**config.mk**
```make
export PLATFORM = sky130hd
export DESIGN_NAME = unique_key_fifo_unit
export DESIGN_NICKNAME = d
export VERILOG_FILES = /design/src/ukf_pkg.sv /design/src/ukf_store.sv /design/src/unique_key_fifo_unit.sv
export SDC_FILE = /design/constraint.sdc
export NUM_CORES = 2
export LEC_CHECK = 0
export BUFFER_PORTS_ARGS = -buffer_cell sky130_fd_sc_hd__buf_2
export CORE_MARGIN = 4
export CORE_UTILIZATION = 35
export CTS_CLUSTER_DIAMETER = 150
export DETAILED_ROUTE_END_ITERATION = 10
export PLACE_DENSITY = 0.57
export SETUP_SLACK_MARGIN = 0.1
export SYNTH_ARGS = -nofsm -noshare
export SYNTH_HDL_FRONTEND = slang
export SYNTH_SLANG_ARGS = --single-unit
```
**constraint.sdc**
```tcl
create_clock -name clk -period 5.35 [get_ports clk]
set_input_delay 0.2675 -clock clk [delete_from_list [all_inputs] [get_ports clk]]
set_output_delay 0.2675 -clock clk [all_outputs]
set_load 0.1 [all_outputs]
```
**src/ukf_pkg.sv**
```systemverilog
// shared types and status codes for the unique-key fifo
// no dependencies
`default_nettype none

package ukf_pkg;

    typedef logic [31:0] word_t;
    typedef logic [2:0]  status_t;

    localparam status_t STATUS_ENQUEUED  = 3'd0;
    localparam status_t STATUS_DUPLICATE = 3'd1;
    localparam status_t STATUS_FULL      = 3'd2;
    localparam status_t STATUS_DEQUEUED  = 3'd3;
    localparam status_t STATUS_EMPTY     = 3'd4;

    localparam logic CMD_ENQUEUE = 1'b0;
    localparam logic CMD_DEQUEUE = 1'b1;

endpackage

`default_nettype wire

```
**src/ukf_store.sv**
```systemverilog
// key and value storage of the unique-key fifo: one write port, one registered read port
// depends on ukf_pkg
`default_nettype none

module ukf_store #(
    parameter int DEPTH = 16
) (
    input  wire                      clk,
    input  wire                      wr_en,
    input  wire [$clog2(DEPTH)-1:0]  wr_addr,
    input  ukf_pkg::word_t           wr_key,
    input  ukf_pkg::word_t           wr_value,
    input  wire [$clog2(DEPTH)-1:0]  rd_addr,
    output ukf_pkg::word_t           rd_key,
    output ukf_pkg::word_t           rd_value
);
    import ukf_pkg::*;

    word_t key_mem   [DEPTH];
    word_t value_mem [DEPTH];
    word_t rd_key_reg;
    word_t rd_value_reg;

    always_ff @(posedge clk)
    begin
        if (wr_en)
        begin
            key_mem[wr_addr]   <= wr_key;
            value_mem[wr_addr] <= wr_value;
        end
    end

    always_ff @(posedge clk)
    begin
        rd_key_reg   <= key_mem[rd_addr];
        rd_value_reg <= value_mem[rd_addr];
    end

    assign rd_key   = rd_key_reg;
    assign rd_value = rd_value_reg;

endmodule

`default_nettype wire

```
**src/unique_key_fifo_unit.sv**
```systemverilog
// top level of the unique-key fifo: command sequencer, ring pointers and result register
// depends on ukf_pkg and ukf_store
`default_nettype none

// A fifo of key/value pairs in which no two held pairs share a key. An item is taken
// when start is high and busy is low; exactly one result follows, shown for one cycle
// with done high, and it cannot be held off, so capture it on that cycle. An enqueue
// walks the held keys one per cycle through the single read port of the store and
// compares each key as the registered read port returns it; on a match it stops with
// STATUS_DUPLICATE, else it appends the pair, or refuses it with STATUS_FULL when the
// queue already holds DEPTH pairs. A dequeue returns the pair at the head, or answers
// STATUS_EMPTY on an empty queue. busy is low again in the result cycle, and a new
// item may be started in that cycle.
module unique_key_fifo_unit #(
    parameter int DEPTH = 16
) (
    input  wire                 clk,
    input  wire                 rst_n,
    input  wire                 start,
    output logic                busy,
    input  wire                 command,
    input  wire signed [31:0]   key_in,
    input  wire signed [31:0]   value_in,
    output logic                done,
    output ukf_pkg::status_t    status,
    output logic signed [31:0]  key_out,
    output logic signed [31:0]  value_out,
    output logic [4:0]          occupancy,
    output logic                is_empty
);
    import ukf_pkg::*;

    localparam int AW = $clog2(DEPTH);
    localparam int CW = $clog2(DEPTH + 1);

    localparam logic [1:0] ST_IDLE = 2'd0;
    localparam logic [1:0] ST_SCAN = 2'd1;
    localparam logic [1:0] ST_DEQ  = 2'd2;

    logic [1:0]    state_reg, state_next;
    logic [AW-1:0] head_reg, head_next;
    logic [AW-1:0] tail_reg, tail_next;
    logic [CW-1:0] count_reg, count_next;
    logic [AW-1:0] ptr_reg, ptr_next;
    logic [CW-1:0] issued_reg, issued_next;
    logic          pend_reg, pend_next;
    word_t         key_reg, key_next;
    word_t         value_reg, value_next;

    logic          done_reg, done_next;
    status_t       status_reg, status_next;
    word_t         kout_reg, kout_next;
    word_t         vout_reg, vout_next;
    logic [4:0]    occ_reg, occ_next;
    logic          empty_reg, empty_next;

    logic          wr_en;
    logic [AW-1:0] rd_addr;
    word_t         rd_key;
    word_t         rd_value;
    logic [31:0]   count_wide;

    function automatic logic [AW-1:0] ring_next(input logic [AW-1:0] idx);
        ring_next = (idx == AW'(DEPTH - 1)) ? '0 : idx + AW'(1);
    endfunction

    ukf_store #(
        .DEPTH (DEPTH)
    ) u_store (
        .clk      (clk),
        .wr_en    (wr_en),
        .wr_addr  (tail_reg),
        .wr_key   (key_reg),
        .wr_value (value_reg),
        .rd_addr  (rd_addr),
        .rd_key   (rd_key),
        .rd_value (rd_value)
    );

    // scan walks from the head; otherwise keep the head addressed for a dequeue
    assign rd_addr = (state_reg == ST_SCAN) ? ptr_reg : head_reg;

    assign count_wide = 32'(count_next);

    always_comb
    begin
        state_next  = state_reg;
        head_next   = head_reg;
        tail_next   = tail_reg;
        count_next  = count_reg;
        ptr_next    = ptr_reg;
        issued_next = issued_reg;
        pend_next   = 1'b0;
        key_next    = key_reg;
        value_next  = value_reg;
        done_next   = 1'b0;
        status_next = status_reg;
        kout_next   = kout_reg;
        vout_next   = vout_reg;
        wr_en       = 1'b0;

        case (state_reg)
            ST_IDLE:
            begin
                if (start)
                begin
                    key_next   = key_in;
                    value_next = value_in;
                    if (command == CMD_ENQUEUE)
                    begin
                        ptr_next    = head_reg;
                        issued_next = '0;
                        state_next  = ST_SCAN;
                    end
                    else if (count_reg == '0)
                    begin
                        done_next   = 1'b1;
                        status_next = STATUS_EMPTY;
                        kout_next   = '0;
                        vout_next   = '0;
                    end
                    else
                    begin
                        state_next = ST_DEQ;
                    end
                end
            end

            ST_SCAN:
            begin
                if (issued_reg < count_reg)
                begin
                    ptr_next    = ring_next(ptr_reg);
                    issued_next = issued_reg + CW'(1);
                    pend_next   = 1'b1;
                end
                kout_next = '0;
                vout_next = '0;
                if (pend_reg && rd_key == key_reg)
                begin
                    done_next   = 1'b1;
                    status_next = STATUS_DUPLICATE;
                    pend_next   = 1'b0;
                    state_next  = ST_IDLE;
                end
                else if (!pend_reg && issued_reg == count_reg)
                begin
                    done_next  = 1'b1;
                    state_next = ST_IDLE;
                    if (count_reg == CW'(DEPTH))
                    begin
                        status_next = STATUS_FULL;
                    end
                    else
                    begin
                        wr_en       = 1'b1;
                        tail_next   = ring_next(tail_reg);
                        count_next  = count_reg + CW'(1);
                        status_next = STATUS_ENQUEUED;
                    end
                end
            end

            ST_DEQ:
            begin
                done_next   = 1'b1;
                status_next = STATUS_DEQUEUED;
                kout_next   = rd_key;
                vout_next   = rd_value;
                head_next   = ring_next(head_reg);
                count_next  = count_reg - CW'(1);
                state_next  = ST_IDLE;
            end

            default:
            begin
                state_next = ST_IDLE;
            end
        endcase

        occ_next   = count_wide[4:0];
        empty_next = (count_next == '0);
    end

    always_ff @(posedge clk or negedge rst_n)
    begin
        if (!rst_n)
        begin
            state_reg  <= ST_IDLE;
            head_reg   <= '0;
            tail_reg   <= '0;
            count_reg  <= '0;
            pend_reg   <= 1'b0;
            done_reg   <= 1'b0;
        end
        else
        begin
            state_reg  <= state_next;
            head_reg   <= head_next;
            tail_reg   <= tail_next;
            count_reg  <= count_next;
            pend_reg   <= pend_next;
            done_reg   <= done_next;
        end
    end

    always_ff @(posedge clk)
    begin
        ptr_reg    <= ptr_next;
        issued_reg <= issued_next;
        key_reg    <= key_next;
        value_reg  <= value_next;
        status_reg <= status_next;
        kout_reg   <= kout_next;
        vout_reg   <= vout_next;
        occ_reg    <= occ_next;
        empty_reg  <= empty_next;
    end

    assign busy      = (state_reg != ST_IDLE);
    assign done      = done_reg;
    assign status    = status_reg;
    assign key_out   = kout_reg;
    assign value_out = vout_reg;
    assign occupancy = occ_reg;
    assign is_empty  = empty_reg;

endmodule

`default_nettype wire
```
==> impl_metrics.tcl <==
set metrics [dict create \
    status "completed" \
    cp.required_ns 5.73 \
    p_comb_share_pct 31.5 \
    cts.sink_count 1251 \
    worst_slew_pin_slew_ns 1.28 \
    gp_congestion 0.729 \
    swShare_pct 34.4 \
    ioPinCount 143 \
    post_cts_resized 0 \
    cts_setup_buffers 0 \
    drc 0 \
    pwr-share-seq_pct 40.4 \
    timing.fmax_ghz 0.253 \
    clkLatencyLatePin_ns 0.72 \
    num_rows 133 \
    hold_viol 0 \
    core_um2 132000 \
    routed-via-count 22424 \
    drt_pass1_iterations 5 \
    hp-class "in2async" \
    cp_max_fo 31 \
    area_growth_pct 17.6 \
    cap_violations 0 \
    grt_usage_pct 15.6 \
    wl_um 110000 \
    setup_ws_ns 1.40 \
    skew_ns 0.0271 \
    yosys_warnings 0 \
    syn_inst 2221 \
    drv_slew 0 \
    htreeDepth 4 \
    final_common_cell "edfxtp_1" \
    cts.clk_slew.worst_paths_ns 0.06 \
    cts_hold_buf 67 \
    root_buffer "clkbuf_16" \
    p_switching_mw 11.0 \
    start_kind "register" \
    setup-tns-final_ns 0 \
    synth_edf_count 1164 \
    vdd_drop_max_v 0.000449 \
    antenna_left 0 \
    dp_hpwl_um 61600 \
    drtIter0Drc 2117 \
    synth-seq-area-share_pct 78.7 \
    grt_antenna_before_repair 4 \
    top_regs "u_store.key_mem: 512 flops, u_store.value_mem: 512 flops" \
    portBuffers 142 \
    p_leak_nw 17.9 \
    via_per_inst 5.13 \
    r2r-start "count_reg[4]" \
    numCtsBuffers 130 \
    ys_seq_elements 1251 \
    grt_pass1_wl_um 163000 \
    syn_nets 2308 \
    p_clk_share_pct 28.1 \
    period_needed_ns 3.95 \
    drive_gt1_share_pct 26.0 \
    avgRoutedWirePerCell_um 25.0 \
    cp-end-kind "register" \
    relSlewSlack_pct 12.5 \
    startpoint "count_reg[4]" \
    avgSynthCellArea_um2 21.0 \
    worstSetupPathType "reg2reg" \
    powerDensity_nw_per_um2 582 \
    final-setup-viol-count 0 \
    final_cell_mix "1164 x edfxtp_1, 256 x mux4_2, 142 x buf_2" \
    intPower_mw 21.0 \
    syn_area_um2 46700 \
    pre_cts_slack_ns 1.53 \
    start_util_pct 35.4 \
    rsz0062_at_grt "false" \
    fillers 11457 \
    diodes 0 \
    die_height_um 373 \
    worst_hold_slack_ns 0.0474 \
    finalCritPeriodShare_pct 73.8 \
    grt_max_degree 93 \
    yosysUniqueCellTypes 45 \
    dieArea_um2 139000 \
    cp.arrival_ns 4.33 \
    cts_buffer_depth 3 \
    fin_nets 2599 \
    die-width_um 373 \
    r2r_setup_slack_ns 1.40 \
    synthFlopType "edfxtp_1" \
    cts_tree "yes" \
    overflow 0 \
    grt_pass1_vias 23821 \
    postSynth.asyncResetShare_pct 1.36 \
]
==> power by group through the flow <==
stage | registers, mW | clock network [mW] | logic, mW
3_5_place_dp | 13.1 | 0 | 10.2
3_3_place_gp | 13.1 | 0 | 10.1
6_report | 12.9 | 8.98 | 10.1
4_1_cts | 12.9 | 9.21 | 10.3
5_1_grt | 13.0 | 9.63 | 10.8
2_1_floorplan | 14.7 | 0 | 5.63
==> cells in the mapped netlist, types with 3 or more instances <==
library cell	n	area [um^2]
a21oi_1	10	50.1
o21ai_0	18	90.1
nor2b_1	5	31.3
a21o_1	3	22.5
inv_1	16	60.1
nor4_1	7	43.8
edfxtp_1	1164	35000
nand2_1	138	518
nor3_1	7	35.0
and3_1	5	31.3
ha_1	19	238
mux4_2	256	5770
clkbuf_1	63	236
xnor2_1	6	52.6
and2_1	143	895
xor2_1	33	289
nand4_1	3	18.8
a31oi_1	67	419
dfxtp_1	70	1400
dfrtp_1	17	425
buf_4	18	135
nor2_1	19	71.3
nand3_1	15	75.1
a211oi_1	64	480
buf_2	27	135
mux2i_1	4	40.0
==> final cells by class <==
cell class | count | area, um^2 | area share, %
Clock inverter | 72 | 726 | 1.32
Tap cell | 1755 | 2200 | 4.00
Inverter | 16 | 60.1 | 0.109
Clock buffer | 168 | 3540 | 6.45
Timing Repair Buffer | 269 | 2120 | 3.86
Multi-Input combinational cell | 844 | 9500 | 17.3
Sequential cell | 1251 | 36800 | 67.0
==> worst max-delay path, cell delays in order, from the launching register on <==
cell and delay (ns):
dfrtp_1 0.50, inv_1 0.16, ha_1 0.33, nand4_1 0.23, a311oi_2 0.56, and3_1 0.33
nor2b_1 0.36, and2_4 0.69, buf_4 0.42
==> final timing paths <==
path | endpoint | cells past startpoint
max | u_store.value_mem[7][10] | 8
min in group clk | value_reg[0] | 2
min | tail_reg[2] | 2
min reg2reg | value_out[29] | 1
max reg2reg | u_store.value_mem[7][10] | 8
max in group asynchronous | tail_reg[0] | 2
==> logic make-up after synthesis <==
logic type / synth area share (%)
AOI/OAI and AO/OA: 2.55
muxes: 12.5
buffers and inverters: 1.23
and+or+nand+nor: 3.77
xor gates and xnor gates: 0.731
adders and majority gates: 0.509
DFF: 78.7
==> stage by stage <==
stage | util (%) | instance area (um^2) | instances | total power [mW]
2_1_floorplan | - | 46700 | 2221 | 20.3
3_3_place_gp | 37.9 | 50000 | 4068 | 23.2
3_5_place_dp | 37.9 | 50000 | 4068 | 23.3
4_1_cts | 41.6 | 54900 | 4375 | 32.4
5_1_grt | 41.6 | 54900 | 4375 | 33.4
6_report | 41.6 | 54900 | 4375 | 32.0
==> metal layers <==
layer	up-vias	part of all wire [%]	track usage, %
met5	-	0	0
met4	0	1.9	4.08
met3	158	5.3	2.72
met2	699	48	25.0
met1	11943	45	22.3
li1	9624	-	-
Power figures use the tool's default switching activity.
